## src/rtl/core/sxd_pkg.sv

```systemverilog
// ----------------------------------------------------------------------------
// sxd_pkg
// shared types, opcode table and lookup for the instruction field decoder
// ----------------------------------------------------------------------------
package sxd_pkg;

  localparam int unsigned OPS_COUNT = 59;
  localparam logic [5:0]  IDX_LDB   = 6'd20;
  localparam logic [5:0]  IDX_LDX   = 6'd26;

  // instruction class from the opcode table
  typedef enum logic [1:0] {
    CLS_F1  = 2'd1,
    CLS_F2  = 2'd2,
    CLS_F34 = 2'd3
  } sxd_cls_e;

  // addressing mode codes
  typedef enum logic [1:0] {
    MODE_SIMPLE    = 2'd0,
    MODE_IMMEDIATE = 2'd1,
    MODE_INDIRECT  = 2'd2,
    MODE_INVALID   = 2'd3
  } sxd_mode_e;

  localparam logic [7:0] OP_BYTES [OPS_COUNT] = '{
    8'h18, 8'h58, 8'h90, 8'h40, 8'hB4, 8'h28,
    8'h88, 8'hA0, 8'h24, 8'h64, 8'h9C, 8'hC4,
    8'hC0, 8'hF4, 8'h3C, 8'h30, 8'h34, 8'h38,
    8'h48, 8'h00, 8'h68, 8'h50, 8'h70, 8'h08,
    8'h6C, 8'h74, 8'h04, 8'hD0, 8'h20, 8'h60,
    8'h98, 8'hC8, 8'h44, 8'hD8, 8'hAC, 8'h4C,
    8'hA4, 8'hA8, 8'hF0, 8'hEC, 8'h0C, 8'h78,
    8'h54, 8'h80, 8'hD4, 8'h14, 8'h7C, 8'hE8,
    8'h84, 8'h10, 8'h1C, 8'h5C, 8'h94, 8'hB0,
    8'hE0, 8'hF8, 8'h2C, 8'hB8, 8'hDC
  };

  localparam sxd_cls_e OP_CLASS [OPS_COUNT] = '{
    CLS_F34, CLS_F34, CLS_F2,  CLS_F34, CLS_F2,  CLS_F34,
    CLS_F34, CLS_F2,  CLS_F34, CLS_F34, CLS_F2,  CLS_F1,
    CLS_F1,  CLS_F1,  CLS_F34, CLS_F34, CLS_F34, CLS_F34,
    CLS_F34, CLS_F34, CLS_F34, CLS_F34, CLS_F34, CLS_F34,
    CLS_F34, CLS_F34, CLS_F34, CLS_F34, CLS_F34, CLS_F34,
    CLS_F2,  CLS_F1,  CLS_F34, CLS_F34, CLS_F2,  CLS_F34,
    CLS_F2,  CLS_F2,  CLS_F1,  CLS_F34, CLS_F34, CLS_F34,
    CLS_F34, CLS_F34, CLS_F34, CLS_F34, CLS_F34, CLS_F34,
    CLS_F34, CLS_F34, CLS_F34, CLS_F34, CLS_F2,  CLS_F2,
    CLS_F34, CLS_F1,  CLS_F34, CLS_F2,  CLS_F34
  };

  typedef struct packed {
    logic [7:0]  obj_byte;
    logic        record_start;
    logic [19:0] record_addr;
  } sxd_in_t;

  typedef struct packed {
    logic [19:0] instr_addr;
    logic [5:0]  opcode;
    logic [5:0]  mnemonic_index;
    logic        known_opcode;
    logic [2:0]  instr_format;
    logic [5:0]  nixbpe;
    logic [1:0]  addr_mode;
    logic [3:0]  reg_first;
    logic [3:0]  reg_second;
    logic [19:0] target;
  } sxd_res_t;

  // table lookup result
  typedef struct packed {
    logic [5:0] idx;
    logic       known;
    sxd_cls_e   cls;
  } sxd_op_t;

  // a collected instruction as handed from front to back
  typedef struct packed {
    logic [3:0][7:0] ins_bytes;
    logic [2:0]      fmt;
    sxd_op_t         op;
  } sxd_instr_t;

  // unknown opcodes fall back to format 3/4 with index zero
  function automatic sxd_op_t sxd_lookup(input logic [5:0] op6);
    sxd_op_t r;
    r.idx   = '0;
    r.known = 1'b0;
    r.cls   = CLS_F34;
    for (int k = OPS_COUNT - 1; k >= 0; k--) begin
      if (OP_BYTES[k][7:2] == op6) begin
        r.idx   = 6'(k);
        r.known = 1'b1;
        r.cls   = OP_CLASS[k];
      end
    end
    return r;
  endfunction

endpackage

```

## src/rtl/core/sxd_fifo.sv

```systemverilog
// ----------------------------------------------------------------------------
// sxd_fifo
// small register queue, push and pop in the same cycle even when full
// ----------------------------------------------------------------------------
module sxd_fifo #(
  parameter int unsigned WIDTH = 8,
  parameter int unsigned DEPTH = 2
) (
  input  logic             clk_i,
  input  logic             rst_ni,
  input  logic             push_i,
  input  logic [WIDTH-1:0] data_i,
  output logic             full_o,
  input  logic             pop_i,
  output logic [WIDTH-1:0] data_o,
  output logic             empty_o
);

  localparam int unsigned PW = (DEPTH > 1) ? $clog2(DEPTH) : 1;
  localparam int unsigned CW = $clog2(DEPTH + 1);

  logic [WIDTH-1:0] mem_q [DEPTH];
  logic [PW-1:0]    wr_ptr_q, wr_ptr_d, rd_ptr_q, rd_ptr_d;
  logic [CW-1:0]    count_q, count_d;
  logic             do_push, do_pop;

  assign full_o  = (count_q == CW'(DEPTH));
  assign empty_o = (count_q == '0);
  assign do_pop  = pop_i & ~empty_o;
  assign do_push = push_i & (~full_o | do_pop);
  assign data_o  = mem_q[rd_ptr_q];

  always_comb begin
    wr_ptr_d = wr_ptr_q;
    rd_ptr_d = rd_ptr_q;
    count_d  = count_q;
    if (do_push) begin
      wr_ptr_d = (wr_ptr_q == PW'(DEPTH - 1)) ? '0 : wr_ptr_q + 1'b1;
    end
    if (do_pop) begin
      rd_ptr_d = (rd_ptr_q == PW'(DEPTH - 1)) ? '0 : rd_ptr_q + 1'b1;
    end
    if (do_push && !do_pop) begin
      count_d = count_q + 1'b1;
    end else if (do_pop && !do_push) begin
      count_d = count_q - 1'b1;
    end
  end

  always_ff @(posedge clk_i or negedge rst_ni) begin
    if (!rst_ni) begin
      wr_ptr_q <= '0;
      rd_ptr_q <= '0;
      count_q  <= '0;
    end else begin
      wr_ptr_q <= wr_ptr_d;
      rd_ptr_q <= rd_ptr_d;
      count_q  <= count_d;
    end
  end

  always_ff @(posedge clk_i) begin
    if (do_push) begin
      mem_q[wr_ptr_q] <= data_i;
    end
  end

endmodule

```

## src/rtl/core/sxd_front.sv

```systemverilog
// ----------------------------------------------------------------------------
// sxd_front
// byte collector: tracks the location counter and emits whole instructions
// ----------------------------------------------------------------------------
module sxd_front #(
  parameter int unsigned ADDR_BITS = 20
) (
  input  logic                   clk_i,
  input  logic                   rst_ni,
  input  logic                   valid_i,
  input  sxd_pkg::sxd_in_t       item_i,
  input  logic                   room_i,
  output logic                   push_o,
  output logic [ADDR_BITS-1:0]   addr_o,
  output sxd_pkg::sxd_instr_t    instr_o
);

  import sxd_pkg::*;

  logic [3:0][7:0]       buf_q, buf_d, bytes_cur;
  logic [2:0]            held_q, held_d, held_eff, held_new;
  logic [ADDR_BITS-1:0]  lc_q, lc_d, lc_eff;
  logic [ADDR_BITS+19:0] rec_addr_ext;
  logic                  accept, complete;
  logic [2:0]            need;
  sxd_op_t               op;

  assign accept       = valid_i & room_i;
  assign rec_addr_ext = {{ADDR_BITS{1'b0}}, item_i.record_addr};

  always_comb begin
    held_eff = item_i.record_start ? 3'd0 : held_q;
    lc_eff   = item_i.record_start ? rec_addr_ext[ADDR_BITS-1:0] : lc_q;
    held_new = held_eff + 3'd1;

    bytes_cur                = buf_q;
    bytes_cur[held_eff[1:0]] = item_i.obj_byte;

    op       = sxd_lookup(bytes_cur[0][7:2]);
    need     = 3'd3;
    complete = 1'b0;
    unique case (op.cls)
      CLS_F1: begin
        need     = 3'd1;
        complete = 1'b1;
      end
      CLS_F2: begin
        need     = 3'd2;
        complete = (held_new >= 3'd2);
      end
      default: begin
        need     = bytes_cur[1][4] ? 3'd4 : 3'd3;
        complete = (held_new >= need);
      end
    endcase

    buf_d  = buf_q;
    held_d = held_q;
    lc_d   = lc_q;
    if (accept) begin
      if (complete) begin
        held_d = '0;
        lc_d   = lc_eff + ADDR_BITS'(need);
      end else begin
        buf_d  = bytes_cur;
        held_d = held_new;
        lc_d   = lc_eff;
      end
    end
  end

  assign push_o            = accept & complete;
  assign addr_o            = lc_eff;
  assign instr_o.ins_bytes = bytes_cur;
  assign instr_o.fmt       = need;
  assign instr_o.op        = op;

  always_ff @(posedge clk_i or negedge rst_ni) begin
    if (!rst_ni) begin
      buf_q  <= '0;
      held_q <= '0;
      lc_q   <= '0;
    end else begin
      buf_q  <= buf_d;
      held_q <= held_d;
      lc_q   <= lc_d;
    end
  end

endmodule

```

## src/rtl/core/sxd_back.sv

```systemverilog
// ----------------------------------------------------------------------------
// sxd_back
// field extraction, target address arithmetic and base and index tracking
// ----------------------------------------------------------------------------
module sxd_back #(
  parameter int unsigned ADDR_BITS = 20
) (
  input  logic                 clk_i,
  input  logic                 rst_ni,
  input  logic                 valid_i,
  input  logic [ADDR_BITS-1:0] addr_i,
  input  sxd_pkg::sxd_instr_t  instr_i,
  input  logic                 room_i,
  output logic                 take_o,
  output sxd_pkg::sxd_res_t    res_o
);

  import sxd_pkg::*;

  logic [ADDR_BITS-1:0]  base_q, base_d, index_q, index_d;
  logic [ADDR_BITS-1:0]  tgt, tgt_pre, disp_s, disp_u;
  logic [ADDR_BITS+19:0] far_ext, addr_ext, tgt_ext;
  logic [7:0]            b0, b1, b2, b3;
  logic [11:0]           disp;
  logic [1:0]            ni;
  logic                  fx, fb, fp, fe;
  sxd_mode_e             mode;

  assign take_o = valid_i & room_i;

  always_comb begin
    b0 = instr_i.ins_bytes[0];
    b1 = instr_i.ins_bytes[1];
    b2 = instr_i.ins_bytes[2];
    b3 = instr_i.ins_bytes[3];
    ni = b0[1:0];
    {fx, fb, fp, fe} = b1[7:4];
    disp    = {b1[3:0], b2};
    disp_s  = {{(ADDR_BITS-12){disp[11]}}, disp};
    disp_u  = {{(ADDR_BITS-12){1'b0}}, disp};
    far_ext = {{ADDR_BITS{1'b0}}, b1[3:0], b2, b3};

    unique case (ni)
      2'd3:    mode = MODE_SIMPLE;
      2'd1:    mode = MODE_IMMEDIATE;
      2'd2:    mode = MODE_INDIRECT;
      default: mode = MODE_INVALID;
    endcase
    if ((fx && ni != 2'd3) || (fb && fp) || (fe && (fb || fp))) begin
      mode = MODE_INVALID;
    end

    // pc-relative wins over base-relative when both are set
    priority if (fe) begin
      tgt_pre = far_ext[ADDR_BITS-1:0];
    end else if (fp) begin
      tgt_pre = addr_i + ADDR_BITS'(3) + disp_s;
    end else if (fb) begin
      tgt_pre = base_q + disp_u;
    end else begin
      tgt_pre = disp_u;
    end
    tgt = fx ? tgt_pre + index_q : tgt_pre;

    base_d  = base_q;
    index_d = index_q;
    if (take_o && instr_i.op.cls == CLS_F34 && instr_i.op.known) begin
      if (instr_i.op.idx == IDX_LDB && mode != MODE_INVALID) begin
        base_d = tgt;
      end
      if (instr_i.op.idx == IDX_LDX && mode == MODE_IMMEDIATE) begin
        index_d = tgt;
      end
    end

    addr_ext = {20'd0, addr_i};
    tgt_ext  = {20'd0, tgt};

    res_o.instr_addr     = addr_ext[19:0];
    res_o.opcode         = b0[7:2];
    res_o.mnemonic_index = instr_i.op.known ? instr_i.op.idx : 6'd0;
    res_o.known_opcode   = instr_i.op.known;
    res_o.instr_format   = instr_i.fmt;
    res_o.nixbpe         = '0;
    res_o.addr_mode      = MODE_SIMPLE;
    res_o.reg_first      = '0;
    res_o.reg_second     = '0;
    res_o.target         = '0;
    unique case (instr_i.op.cls)
      CLS_F2: begin
        res_o.reg_first  = b1[7:4];
        res_o.reg_second = b1[3:0];
      end
      CLS_F34: begin
        res_o.nixbpe    = {ni, b1[7:4]};
        res_o.addr_mode = mode;
        res_o.target    = tgt_ext[19:0];
      end
      default: begin
      end
    endcase
  end

  always_ff @(posedge clk_i or negedge rst_ni) begin
    if (!rst_ni) begin
      base_q  <= '0;
      index_q <= '0;
    end else begin
      base_q  <= base_d;
      index_q <= index_d;
    end
  end

endmodule

```

## src/rtl/core/sicxe_instruction_field_decoder.sv

```systemverilog
// ----------------------------------------------------------------------------
// sicxe_instruction_field_decoder
// decodes a byte stream of object code into one item per instruction
// ----------------------------------------------------------------------------
// Object code bytes go in one per cycle while full is low, with no gaps
// needed; an item with record_start set reloads the location counter from
// record_addr and drops any half-collected instruction. Each complete
// instruction (format 1, 2, 3 or 4) comes out as one result item with
// address, opcode, table index, flags, addressing mode, registers and
// target. The block sustains one byte per cycle while full is low, and so
// at most one result per cycle; a result passes a two-entry queue between
// the collector and the decode stage and then a two-entry result queue.
// full rises when the inner queue holds two waiting instructions, which
// only happens while pop is held off. Base and index values from LDB and
// immediate LDX apply from the very next instruction on.
module sicxe_instruction_field_decoder #(
  parameter int unsigned ADDR_BITS = 20
) (
  input  logic              clk_i,
  input  logic              rst_ni,
  input  logic              push,
  output logic              full,
  input  sxd_pkg::sxd_in_t  in_item_i,
  output logic              empty,
  input  logic              pop,
  output sxd_pkg::sxd_res_t res_item_o
);

  import sxd_pkg::*;

  localparam int unsigned MID_W = ADDR_BITS + $bits(sxd_instr_t);

  // front to queue
  logic                 fr_push;
  logic [ADDR_BITS-1:0] fr_addr;
  sxd_instr_t           fr_instr;

  // queue to back
  logic                 mid_full, mid_empty;
  logic [MID_W-1:0]     mid_data;
  logic [ADDR_BITS-1:0] bk_addr;
  sxd_instr_t           bk_instr;

  // back to result queue
  logic                 bk_take, out_full, out_room;
  sxd_res_t             bk_res;

  assign full                = mid_full;
  assign {bk_addr, bk_instr} = mid_data;
  // a slot frees in the same cycle when the head item is being taken
  assign out_room            = ~out_full | (pop & ~empty);

  sxd_front #(
    .ADDR_BITS (ADDR_BITS)
  ) u_front (
    .clk_i   (clk_i),
    .rst_ni  (rst_ni),
    .valid_i (push),
    .item_i  (in_item_i),
    .room_i  (~mid_full),
    .push_o  (fr_push),
    .addr_o  (fr_addr),
    .instr_o (fr_instr)
  );

  // collected instructions waiting for decode
  sxd_fifo #(
    .WIDTH (MID_W),
    .DEPTH (2)
  ) u_mid_q (
    .clk_i   (clk_i),
    .rst_ni  (rst_ni),
    .push_i  (fr_push),
    .data_i  ({fr_addr, fr_instr}),
    .full_o  (mid_full),
    .pop_i   (bk_take),
    .data_o  (mid_data),
    .empty_o (mid_empty)
  );

  sxd_back #(
    .ADDR_BITS (ADDR_BITS)
  ) u_back (
    .clk_i   (clk_i),
    .rst_ni  (rst_ni),
    .valid_i (~mid_empty),
    .addr_i  (bk_addr),
    .instr_i (bk_instr),
    .room_i  (out_room),
    .take_o  (bk_take),
    .res_o   (bk_res)
  );

  // decoded items waiting to be popped
  sxd_fifo #(
    .WIDTH ($bits(sxd_res_t)),
    .DEPTH (2)
  ) u_out_q (
    .clk_i   (clk_i),
    .rst_ni  (rst_ni),
    .push_i  (bk_take),
    .data_i  (bk_res),
    .full_o  (out_full),
    .pop_i   (pop),
    .data_o  (res_item_o),
    .empty_o (empty)
  );

endmodule

```

## config.mk

```make
export PLATFORM = sky130hd
export DESIGN_NAME = sicxe_instruction_field_decoder
export DESIGN_NICKNAME = d
export VERILOG_FILES = /design/src/rtl/core/sxd_pkg.sv /design/src/rtl/core/sxd_fifo.sv /design/src/rtl/core/sxd_front.sv /design/src/rtl/core/sxd_back.sv /design/src/rtl/core/sicxe_instruction_field_decoder.sv
export SDC_FILE = /design/constraint.sdc
export NUM_CORES = 1
export LEC_CHECK = 0
export BUFFER_PORTS_ARGS = -buffer_cell sky130_fd_sc_hd__buf_2
export CAP_MARGIN = 25
export CORE_MARGIN = 10
export CORE_UTILIZATION = 26
export DETAILED_ROUTE_END_ITERATION = 6
export SETUP_SLACK_MARGIN = 0.5
export SLEW_MARGIN = 20
export SYNTH_ARGS = -nofsm -noshare
export SYNTH_HDL_FRONTEND = slang
export SYNTH_SLANG_ARGS = --single-unit
```

## constraint.sdc

```tcl
create_clock -name clk_i -period 10 [get_ports clk_i]
set_clock_uncertainty 0.2 [all_clocks]
set_input_delay 0.5 -clock clk_i [delete_from_list [all_inputs] [get_ports clk_i]]
set_output_delay 0.5 -clock clk_i [all_outputs]
set_load 0.01 [all_outputs]
```

Word level (Yosys, flattened, before mapping)
Memory sizes are Yosys's and may differ from the RTL's.
Index checks and enable logic that the tools add are counted.
{"block": "word_totals", "register_bits": 103, "ram_bits": 272, "inputBits": 33, "out_inout_bits": 74, "wordCells": 238, "mem_count": 2}
{"name": "u_out_q.mem_q", "depth": 2, "width": 72, "rd": 1, "rd_ports_with_merged_regs": 0, "wr": 1, "line_no": "sxd_fifo.sv:22", "text": "logic [WIDTH-1:0] mem_q [DEPTH];"}
{"name": "u_mid_q.mem_q", "depth": 2, "width": 64, "rd": 1, "rd_ports_with_merged_regs": 0, "wr": 1, "line_no": "sxd_fifo.sv:22"}
{"block": "classes", "addsub": 14, "n_lt_le_gt_ge": 4, "eq_ne": 72, "muxes": 91, "n_bitwise": 14, "reduce_logical": 27}
{"op": "2-to-1 mux 9 bit", "count": 59}
{"op": "equality test 6 bit, first input constant", "count": 27}
{"op": "2-to-1 mux 20 bit", "count": 7}
{"op": "equality test 5 x 6 -> 1 bit, first input constant", "count": 16}
{"op": "equality test 4 x 6 -> 1 bit, first input constant", "count": 8}
{"op": "adder 20 bit", "count": 2}
{"op": "bitwise mux 32 bit", "count": 1}
{"op": "equality test 3 x 6 -> 1 bit, first input constant", "count": 4}
{"op": "2-to-1 mux 8 bit", "count": 3}
{"op": "adder 20 x 12 -> 20 bit", "count": 1}
{"op": "adder 20 x 2 -> 20 bit, second input constant", "count": 1}
{"op": "adder 20 x 3 -> 20 bit", "count": 1}
{"op": "demux 8 bit (select 2 bit)", "count": 1}
{"op": "equality test 2 bit, second input constant", "count": 7}
{"op": "equality test 2 x 6 -> 1 bit, first input constant", "count": 2}
{"op": "equality test 6 x 5 -> 1 bit, second input constant", "count": 2}
{"op": "logical AND 1 bit", "count": 12}
{"op": "2-to-1 mux 2 bit", "count": 5}
{"op": "2-to-1 mux 3 bit", "count": 3}
{"op": "2-to-1 mux 1 bit", "count": 8}
{"op": "bitwise AND 1 bit", "count": 7}
{"op": "equality test 1 x 6 -> 1 bit, first input constant", "count": 1}
{"op": "equality test 2 x 1 -> 1 bit, second input constant", "count": 3}
{"op": "logical NOT 6 bit", "count": 1}
{"op": "20 further kinds", "count": 40}

Longest topological paths before layout
Gate-level depths: netlist (run 1).
{"block": "depth", "word_depth": 74, "depth_mapped": 29, "depth_no_buf": 22}

Modules after synthesis
From an unflattened synthesis (run 1), not the netlist that was laid out.
{"block": "unflattened", "hier_cells": 1695, "area_unflattened_um2": 21018.9}
{"mod": "sxd_back", "instances": 1, "cells_each": 743, "area_per_inst_um2": 5763.0}
{"mod": "sxd_fifo (u_out_q)", "instances": 1, "cells_each": 244, "area_per_inst_um2": 5755.5}
{"mod": "sxd_fifo (u_mid_q)", "instances": 1, "cells_each": 219, "area_per_inst_um2": 5034.8}
{"mod": "sxd_front", "instances": 1, "cells_each": 485, "area_per_inst_um2": 4445.5}
{"mod": "sicxe_instruction_field_decoder", "instances": 1, "cells_each": 4, "area_per_inst_um2": 20.0}

Least setup slack after synthesis (run 1)
OpenSTA, ideal clock, no wires.
{"block": "synth_path", "path_type": "input port to flip-flop", "startpoint": "input in_item_i[20] in the netlist's numbering", "endpoint": "memory u_mid_q.mem_q[0][0] in the netlist's numbering, enable pin", "arrival_time_ps": 8102, "t_required_ps": 9236, "slack_ps": 1134, "stages": 16, "n_path_buf": 5, "cell_sequence": "buf_6 buf_2 buf_1 nor2b_1 inv_1 ha_1 clkbuf_1 mux2i_1 inv_1 clkbuf_1 nand2_1 nand4_1 ha_1 nand2b_1 o32ai_4 nor3_1"}
{"item": "from (decl)", "line_no": "sicxe_instruction_field_decoder.sv:23", "text": "input sxd_pkg::sxd_in_t in_item_i,"}
{"item": "to (decl)", "line_no": "sxd_fifo.sv:22"}

==> reports/metrics.yaml, run 1 <==
outcome:
  status: "finished, final reports clean"
logic_synthesis:
  synth_flop_cell: "edfxtp_1"
  netlist_area_um2: 19300
  synthXorXnorAreaFrac: 0.0317
  synth-edff-count: 272
  syn_nets: 1698
  yosysTopAreaCell: "edfxtp_1"
  synth_warnings: 0
  ys_seq_area_frac: 0.556
  syn_inst: 1579
  synth-seq-cells: 375
  async_flop_share: 0.275
  synth_adder_area_share: 0.0572
  synth_area_leaders: "edfxtp_1 (42%), dfrtp_1 (13%), mux2_2 (9.7%)"
  synth_top_family_by_area: "multiplexers"
  yosys.area.top_type_share: 0.423
  avgSynthCellArea_um2: 12.2
  yosysUniqueCellTypes: 93
  yosys.area_share.simple: 0.0807
  synth_compound_area_frac: 0.120
  muxShareOfSynthArea: 0.125
die:
  dieArea_um2: 85700
  initial_core_util: 0.264
  io_pins: 107
  row_count: 99
  die_h_um: 293
  core_area_um2: 73300
  die_x_um: 293
timing:
  post-route-period-util: 0.689
  final-hold-violation-count: 0
  relSlewSlack: 0.379
  slew_viol_final: 0
  finalSetupTns_ps: 0
  worstMarginPinSlew_ps: 932
  period_needed_ps: 6890
  whs_ps: 73.5
  fmax_mhz: 145
  rsz0062_at_grt: "false"
  setup_viol: 0
final_layout:
  syn2layout_area_growth_pct: 16.5
  multi_input_area_um2: 8080
  seqCellArea_um2: 10800
  antenna_cells: 0
  nets: 1804
  drive_above_1_share: 0.240
  nFillCells: 7399
  instances_no_fill: 2679
critical_path:
  critical_path.reg2reg.startpoint: "u_mid_q.rd_ptr_q"
  crit_arrival_ps: 6990
  critPathKind: "flip-flop to flip-flop"
  worst-r2r-setup-slack_ps: 3110
  reg2reg_depth: 21
  cp.required_ps: 10100
  timing.rr.end: "u_out_q.mem_q[1][19]"
  cp-start-kind: "flip-flop"
  endpoint_kind: "flip-flop"
  crit_fanout: 47
placement:
  place_congestion: 0.873
  dp_hpwl_mm: 35.4
  port_buffers: 106
  dp_cells: 2596
global_route:
  grt_use_total: 0.114
  grt_max_degree: 65
  grt_antenna_before_repair: 6
  grt_pass1_vias: 13000
  grt_pass1_wl_mm: 77.3
  gr-total-overflow: 0
hold_path:
  hp-start: "pop"
  holdPathStages: 3
  holdPathEnd: "u_out_q.rd_ptr_q"
  hold_path_class: "input port to flip-flop"
clocking:
  clock_latency_ps: 590
  cts_sinks: 375
  cts_buffers: 43
  cts_root_buffer: "clkbuf_16"
  post_cts_buffers: 0
  postCtsHoldBufs: 1
  cts_max_level: 2
  ctsLongestPathBuffers: 3
  cts-resized-gates: 0
  clk_pin_slew_ps: 60
  cts_tree: "done"
routing:
  drc: 0
  drt-pass1-iter-count: 5
  wirelength_mm: 50.0
  drt_iter0_drc: 999
  drtAntennaViolNets: 0
  vias: 12800
  wl_per_cell_um: 18.7
  viasPerCell: 4.78
pwr:
  power_leakage_nw: 8.86
  irDropWorstVdd_uv: 199
  power_density_nw_per_um2: 375
  power.total_mw: 8.43
flow_run:
  cap_violations: 0
[cell usage in the layout (no fill, tap or decap), types with 11 or more instances in the layout]
master	netlist	layout
edfxtp_1	272	272
mux2_2	166	166
nor2_1	141	138
buf_2	19	106
nand2_1	105	105
dfrtp_1	103	101
a21oi_1	92	92
ha_1	82	82
inv_1	62	62
o21ai_0	62	61
mux2i_1	50	49
xnor2_1	46	46
clkbuf_16	0	43
o21ai_1	24	23
xor2_1	22	22
buf_4	4	21
a21o_1	20	20
a31oi_1	20	19
a211oi_1	19	18
o21a_1	17	17
nor3_1	17	16
o22ai_1	15	15
nand2b_1	12	12
nor2b_1	11	11
nand3_1	11	11
[flip-flops by register name, summed over array words and instances, names as in the netlist, 2 cells and up]
| signal | count |
|---|---|
| u_front.buf_q | 32 |
| u_back.base_q | 20 |
| u_front.held_q | 3 |
| u_back.index_q | 20 |
| u_mid_q.count_q | 2 |
| u_mid_q.mem_q | 128 |
| u_front.lc_q | 20 |
| u_out_q.count_q | 2 |
| u_out_q.mem_q | 144 |
[per-layer routing]
metal,up-vias,global-route usage,wire (um)
li1,6080,-,-
met1,6322,0.140,21300
met2,317,0.198,24700
met3,86,0.0288,2970
met4,10,0.0278,968
met5,-,0,60
[logic make-up (layout without fill, tap and decap cells)]
logic type      after synthesis  in the layout
flops                       375            375
compound gates              352            352
simple gates                343            343
mux                         219            219
buf+inv                     135            276
fa+ha+maj                    86             86
xor+xnor                     69             69
[power breakdown]
group	internal (mW)	switching [mW]	leakage, nW	total, mW
Clock	0.984	0.654	0.739	1.64
Sequential	2.48	0.231	3.89	2.71
Combinational	1.55	2.53	4.23	4.08
[how the worst max path moves through the flow]
stage | to | cells after the start | from
floorplan | u_mid_q.mem_q[0][0] | 16 | in_item_i[20]
global placement | u_front.lc_q[18] | 21 | in_item_i[20]
detailed placement | u_out_q.mem_q[1][19] | 21 | u_mid_q.rd_ptr_q
CTS | u_out_q.mem_q[1][19] | 21 | u_mid_q.rd_ptr_q
global route | u_out_q.mem_q[1][19] | 21 | u_mid_q.rd_ptr_q
finish | u_out_q.mem_q[1][19] | 21 | u_mid_q.rd_ptr_q
[synthesized netlist by cell type (4+ instances only)]
master and instances:
o211ai_1 9, or4_1 4, or3_1 6, o22ai_1 15, dfrtp_1 103, nor3_1 17, o21bai_1 7, and3_1 5
clkbuf_1 40, o21ai_0 62, nor2b_1 11, buf_4 4, nand4_1 8, o21ai_1 24, nand2b_1 12, buf_6 5
a32oi_1 6, inv_1 62, mux2i_1 50, fa_1 4, nand2_1 105, nand3_1 11, xor2_1 22, a211oi_1 19
nor2_1 141, ha_1 82, a21o_1 20, a31oi_1 20, edfxtp_1 272, o31ai_1 9, xnor2_1 46, o21a_1 17
a21oi_1 92, buf_2 19, mux2_2 166
[area by class of cell]
type                            instances  share of cell area
Inverter                               65              0.0108
Clock inverter                         32              0.0163
Tap cell                              959              0.0533
Multi-Input combinational cell       1069               0.359
Timing Repair Buffer                  131              0.0327
Clock buffer                           48              0.0504
Sequential cell                       375               0.478
[critical path, stage by stage (launching register included)]
cell      delay [ps]
dfrtp_4          860
buf_4            570
mux2i_1          350
inv_1            130
ha_1             330
ha_1             290
a21oi_1          240
o22ai_1          230
o21a_1           230
o21a_1           170
o311ai_0         400
a31oi_1          220
ha_1             400
a21oi_2          170
o21bai_1          90
or4_1            450
o211ai_2         210
o21ai_1          120
o41a_1           370
xnor2_1          160
a211oi_1         250
nor3_1           110
[through the flow]
| stage | cell area [um2] | worst slack [ps] | util |
|---|---|---|---|
| 6_report | 22500 | 3110 | 0.307 |
| 2_1_floorplan | 19300 | 1130 | - |
| 3_5_place_dp | 21000 | 3190 | 0.286 |
| 5_1_grt | 22500 | 2730 | 0.307 |
| 4_1_cts | 22500 | 3140 | 0.307 |
| 3_3_place_gp | 21000 | 3210 | 0.286 |
No activity file was read; power rests on OpenSTA's default activity.
==> inputs of run 2 (changes only) <==
Clock period 10 ns to 6.5 ns, I/O delays scaled along.
==> reports/metrics.yaml, run 2 (synthesis results as in run 1) <==
outcome:
  status: "finished, final reports clean"
final_layout:
  seqCellArea_um2: 10800  # unchanged
  syn2layout_area_growth_pct: 18.2
  final_cell_mix: "edfxtp_1 (272), mux2_2 (166), nor2_1 (137), nand2_1 (105), buf_2 (105)"
  instances_no_fill: 2720  # +1.5%
  final_common_cell: "edfxtp_1"
  top_register: "u_out_q.mem_q"
  multi_input_area_um2: 8160  # +0.99%
  drive_above_1_share: 0.247  # +0.00762
  largest_registers: "u_out_q.mem_q x144, u_mid_q.mem_q x128, u_front.buf_q x32"
  nFillCells: 7375  # -0.32%
  nets: 1846  # +2.3%
  largest_reg_flops: 144  # unchanged
critical_path:
  cp-start-kind: "flip-flop"
  crit_buf_inv: 3  # +1
  critPathKind: "flip-flop to flip-flop"
  worst-r2r-setup-slack_ps: 600  # -2500 ps
  endpoint_kind: "flip-flop"
  crit_top_cell: "ha_1"
  cp_cell_sequence: "clkbuf_4 > buf_4 > mux2i_4 > inv_1 > ha_1 > ha_1 > or2_1 > nor3b_1 > a32oi_1 > a31oi_1 > or3_1 > a32oi_1 > a21oi_1 > ha_1 > or4_1 > o211ai_2 > o21ai_1 > o41a_1 > xnor2_2 > a211oi_2 > nor3_2"
  cp.required_ps: 6600  # -3500 ps
  crit_slowest_cell: "or4_1"
  crit_family: "compound AO/OA/AOI/OAI gates"
  crit_fanout: 6  # -87%
  max_stage_delay_ps: 580  # -280 ps
  crit_arrival_ps: 6000  # -990 ps
global_route:
  grt_antenna_before_repair: 7  # +1
  gr-total-overflow: 0  # unchanged
  grt_pass1_wl_mm: 76.4  # -1.2%
  grt_max_degree: 65  # unchanged
  grt_use_total: 0.113  # -0.00164
  grt_pass1_vias: 13200  # +1.7%
die:
  io_pins: 107  # unchanged
  die_x_um: 293  # unchanged
  initial_core_util: 0.264  # unchanged
  row_count: 99  # unchanged
  die_h_um: 293  # unchanged
  dieArea_um2: 85700  # unchanged
  core_area_um2: 73300  # unchanged
pwr:
  power_density_nw_per_um2: 566  # +51%
  irDropWorstVdd_uv: 243  # +23%
  power_leakage_nw: 8.98  # +1.4%
  power.total_mw: 12.9  # +53%
clocking:
  cts_root_buffer: "clkbuf_16"
  cts_buffers: 42  # -2.3%
  ctsLongestPathBuffers: 3  # unchanged
  cts_tree: "done"
  cts_max_level: 2  # unchanged
  cts_sinks: 375  # unchanged
  clk_pin_slew_ps: 60  # about the same
  clock_latency_ps: 580  # about the same
routing:
  wirelength_mm: 49.7  # -0.53%
  wl_met2_mm: 24.3  # -1.6%
  highest_layer: "met5"
  drc: 0  # unchanged
  wl_per_cell_um: 18.3  # -2.0%
  drt_iter0_drc: 872  # -13%
  met1_length_mm: 21.2  # -0.10%
  met3_length_mm: 2.76  # -7.0%
  vias: 13100  # +1.9%
  drt-pass1-iter-count: 6  # +1
  viasPerCell: 4.80  # +0.38%
  drtAntennaViolNets: 0  # unchanged
placement:
  dp_cells: 2610  # +0.54%
  place_congestion: 0.885  # +1.4%
  port_buffers: 106  # unchanged
  dp_hpwl_mm: 35.4  # -0.17%
flow_run:
  cap_violations: 0  # unchanged
timing:
  finalSetupTns_ps: 0  # unchanged
  relSlewSlack: 0.354  # -0.0249
  rsz0062_at_grt: "false"
  worstMarginPinSlew_ps: 943  # +10.3 ps
  post-route-period-util: 0.907  # +0.218
  whs_ps: 7.62  # -65.9 ps
  fmax_mhz: 170  # +17%
  period_needed_ps: 5900  # -997 ps
  slew_viol_final: 0  # unchanged
  final-hold-violation-count: 0  # unchanged
  setup_viol: 0  # unchanged
hold_path:
  hold_path_class: "input port to flip-flop"
run 2: repair_timing:
action / CTS / global route
endpoints found under the setup margin: 3 / 13
hold buffers: 23 / 0
endpoints found under the hold margin: 103 / 0
gates resized for setup: 0 / 16
buffers inserted: 1 / 8
pin swaps: 0 / 7
run 2: worst paths after layout:
kind / cells past startpoint / endpoint / startpoint
max in group asynchronous: 3 / u_back.base_q[17] / rst_ni
setup reg to reg: 21 / u_out_q.mem_q[1][19] / u_mid_q.rd_ptr_q
hold / removal: 3 / u_mid_q.mem_q[1][55] / in_item_i[11]
min in group asynchronous: 2 / u_front.buf_q[2] / rst_ni
setup / recovery: 21 / u_out_q.mem_q[1][19] / u_mid_q.rd_ptr_q
hold reg to reg: 2 / u_front.lc_q[7] / u_front.lc_q[7]
run 2: cell type report:
class                      count  area share
sequential                   375       0.471
antenna                        1    0.000110
tap                          959      0.0525
timing repair buffer         174      0.0501
clock buffer                  62      0.0515
inverter                      65      0.0107
multi-input combinational   1069       0.357
clock inverter                15     0.00745
run 2: where the power goes:
| group | internal [mW] | switching, mW | leakage (nW) |
|---|---|---|---|
| sequential | 3.82 | 0.307 | 3.89 |
| combinational | 2.53 | 3.98 | 4.43 |
| clock | 1.35 | 0.957 | 0.659 |
run 2: metal layers:
metal  up-vias  track usage
met1      6426        0.139
met4        10       0.0395
met5         -            0
met3        86       0.0235
met2       375        0.193
li1       6163            -
run 2: through the flow:
step | area [um2] | worst slack (ps) | util
global route | 22800 | 450 | 0.312
floorplan | 19400 | 528 | -
global placement | 21100 | 508 | 0.288
detailed placement | 21100 | 423 | 0.288
finish | 22900 | 605 | 0.312
CTS | 22700 | 551 | 0.310
run 2: worst min-delay path: cells and delay by family:
kind | cells | cell delay (ps)
buffers and inverters | 2 | 230
muxes | 1 | 70
==> inputs of run 3 (changes only) <==
Settings changed: REMOVE_ABC_BUFFERS set to 1, SYNTH_HIERARCHICAL set to 1.
Clock period 6.5 ns to 7 ns, I/O delays scaled along.
==> reports/metrics.yaml, run 3 <==
routing:
  wl_per_cell_um: 19.6  # +7.1%
  viasPerCell: 4.86  # +1.3%
  drtAntennaViolNets: 0  # unchanged
  drt-pass1-iter-count: 7  # +1
  vias: 14000  # +7.2%
  drc: 0  # unchanged
  met3_length_mm: 2.61  # -5.4%
  highest_layer: "met5"
  wl_met2_mm: 27.6  # +14%
  met1_length_mm: 24.8  # +17%
  drt_iter0_drc: 1084  # +24%
  wirelength_mm: 56.3  # +13%
pwr:
  power_leakage_nw: 9.61  # +7.1%
  seq_power_share: 0.301  # -0.018
  p_clk_frac: 0.171  # -0.007
  power_density_nw_per_um2: 553  # -2.4%
  p_int_mw: 7.80  # +1.3%
  power.total_mw: 13.3  # +2.8%
  p_sw_mw: 5.50  # +4.9%
  p_comb_frac: 0.528  # +0.025
  irDropWorstVdd_uv: 214  # -12%
  sw_frac_of_total: 0.414  # +0.00835
final_layout:
  final_common_cell: "edfxtp_1"
  design_area_um2: 24100  # +5.3%
  final_cell_mix: "edfxtp_1 (272), nand2_1 (145), mux2_4 (120), buf_2 (105), dfrtp_1 (101)"
  top_register: "u_out_q/mem_q"
  multi_input_area_um2: 9410  # +15%
  drive_above_1_share: 0.260  # +0.0132
  nFillCells: 8048  # +9.1%
  largest_reg_flops: 144  # unchanged
  largest_registers: "u_out_q/mem_q x144, u_mid_q/mem_q x128, u_front/buf_q x32"
  syn2layout_area_growth_pct: 14.5
  seqCellArea_um2: 10800  # unchanged
  final_util: 0.300  # -0.0119
  nets: 1904  # +3.1%
die:
  die_h_um: 304  # +4.0%
  die_x_um: 304  # +4.0%
  dieArea_um2: 92600  # +8.1%
  row_count: 104  # +5.1%
  initial_core_util: 0.262  # -0.00182
  core_area_um2: 80300  # +9.5%
  io_pins: 107  # unchanged
logic_synthesis:
  synth-seq-cells: 375  # unchanged
  synthTopCellsByCount: "edfxtp_1 (272), nand2_1 (145), mux2_4 (120)"
  synth_area_leaders: "edfxtp_1 (39%), dfrtp_1 (12%), mux2_4 (8.6%)"
  yosys.area.top_type_share: 0.389  # -0.0339
  syn_inst: 1695  # +7.3%
  synth-edff-count: 272  # unchanged
  netlist_area_um2: 21000  # +8.7%
  synth_flop_cell: "edfxtp_1"
  async_flop_share: 0.275  # unchanged
  avgSynthCellArea_um2: 12.4  # +1.3%
  yosysTopAreaCell: "edfxtp_1"
  synth_warnings: 6  # +6
  ys_seq_area_frac: 0.511  # -0.0446
  yosysUniqueCellTypes: 99  # +6.5%
  yosysMostFrequentCell: "edfxtp_1"
critical_path:
  critPathKind: "flip-flop to flip-flop"
  crit_buf_inv: 0  # -3
  max_stage_delay_ps: 650  # +70 ps
  timing.rr.end: "u_out_q/mem_q[1][17]"
  cp-start-kind: "flip-flop"
  reg2reg_depth: 16  # -24%
  crit_slowest_cell: "dfrtp_4"
  worst-r2r-setup-slack_ps: 1050  # +440 ps
  startpoint: "u_mid_q/rd_ptr_q"
  crit_arrival_ps: 6120  # +120 ps
  crit_top_cell: "a21oi_1"
  critical_path.reg2reg.startpoint: "u_mid_q/rd_ptr_q"
  cp.required_ps: 7170  # +570 ps
  endpoint_kind: "flip-flop"
  crit_fanout: 20  # +14
  crit_family: "compound AO/OA/AOI/OAI gates"
  cp_cell_sequence: "mux2_2 > ha_1 > ha_1 > a211oi_2 > nor2_1 > o21ai_0 > a21oi_1 > a21oi_1 > ha_1 > and2_1 > a311oi_1 > a21oi_1 > o41ai_1 > nand2_1 > o221a_2 > a21oi_1"
hold_path:
  hold_path_class: "input port to flip-flop"
  holdPathStages: 3  # unchanged
  hp-start: "pop"
  holdPathEnd: "u_out_q/rd_ptr_q"
outcome:
  status: "finished, final reports clean"
clocking:
  cts_tree: "done"
  ctsLongestPathBuffers: 3  # unchanged
  clk_pin_slew_ps: 60  # about the same
  cts_max_level: 2  # unchanged
  clock_latency_ps: 570  # about the same
  cts_sinks: 375  # unchanged
  cts_buffers: 41  # -2.4%
  cts-resized-gates: 0  # unchanged
  cts_root_buffer: "clkbuf_16"
placement:
  placed_area_um2: 22400  # +6.3%
  dp_hpwl_mm: 40.5  # +15%
  place_congestion: 0.862  # -2.6%
  port_buffers: 106  # unchanged
global_route:
  grt_pass1_vias: 14300  # +8.2%
  grt_antenna_before_repair: 5  # -2
  gr-total-overflow: 0  # unchanged
  grt_max_degree: 71  # +9.2%
  grt_use_total: 0.118  # +0.00510
  grt_pass1_wl_mm: 87.2  # +14%
timing:
  final-hold-violation-count: 0  # unchanged
  post-route-period-util: 0.850  # -0.0565
  rsz0062_at_grt: "false"
  relSlewSlack: 0.315  # -0.0390
  period_needed_ps: 5950  # +57.9 ps
  fmax_mhz: 168  # -0.97%
  worstMarginPinSlew_ps: 1030  # +83.4 ps
  whs_ps: 37.7  # +30.1 ps
  slew_viol_final: 0  # unchanged
  setup_viol: 0  # unchanged
flow_run:
  cap_violations: 0  # unchanged
run 3: cell count changes after synthesis, sizes merged, moves of 30 or more:
cell	delta
buf	+30
mux2i	-34
a21oi	-30
mux2	+52
nand2	+43
nor2	-47
run 3: cell type report:
| class | instances | area share |
|---|---|---|
| antenna | 1 | 0.000104 |
| clock buffer | 48 | 0.0437 |
| clock inverter | 28 | 0.0150 |
| inverter | 58 | 0.00905 |
| multi-input combinational | 1161 | 0.391 |
| sequential | 375 | 0.447 |
| tap | 1060 | 0.0551 |
| timing repair buffer | 147 | 0.0392 |
run 3: what timing repair did:
| item | 4_1_cts | 5_1_grt |
|---|---|---|
| endpoints found under the hold margin | 65 | 0 |
| setup buffers | 0 | 1 |
| endpoints found under the setup margin | 0 | 10 |
| hold buffers | 18 | 0 |
run 3: tightest hold or removal path: stages:
cell and delay (ps):
buf_2 130, o21ai_1 180, xnor2_1 110
run 3: logic make-up (layout without fill, tap and decap cells):
group	count (synthesis)	after routing	synth area share
AO/OA/AOI/OAI	386	386	0.130
XOR/XNOR	44	44	0.0187
multiplexers	237	237	0.149
adder cells (fa/ha/maj)	87	87	0.0532
flip-flops	375	375	0.511
other	0	1	0
AND/OR/NAND/NOR	407	407	0.0957
buffers and inverters	159	281	0.0431
run 3: stage by stage:
step	instances	worst slack, ps	TNS, ps
after floorplan	1594	-550	-70490
after global placement	2781	949	0
after detailed placement	2781	851	0
after CTS	2875	791	0
after global routing	2878	575	0
final	2878	1050	0
run 3: worst max-delay path by stage:
stage | slack, ps | to | depth (start not counted)
2_1_floorplan | -550 | u_mid_q/mem_q[0][0] | 15
3_3_place_gp | 950 | u_out_q/mem_q[0][19] | 23
3_5_place_dp | 850 | u_out_q/mem_q[0][19] | 23
4_1_cts | 790 | u_out_q/mem_q[1][19] | 23
5_1_grt | 580 | u_out_q/mem_q[0][19] | 23
6_report | 1050 | u_out_q/mem_q[1][17] | 16
run 3: power groups by stage:
stage	registers (mW)	clock network (mW)	logic, mW
detailed placement	4.07	0	7.02
CTS	4.03	2.33	7.08
global route	4.10	2.42	7.72
floorplan	4.08	0	4.89
global placement	4.03	0	6.90
finish	4.00	2.27	7.03
run 3: per-layer routing:
| metal | global-route usage | up-vias |
|---|---|---|
| met3 | 0.0175 | 81 |
| li1 | - | 6568 |
| met2 | 0.203 | 393 |
| met1 | 0.152 | 6950 |
| met4 | 0.0311 | 6 |
| met5 | 0 | - |
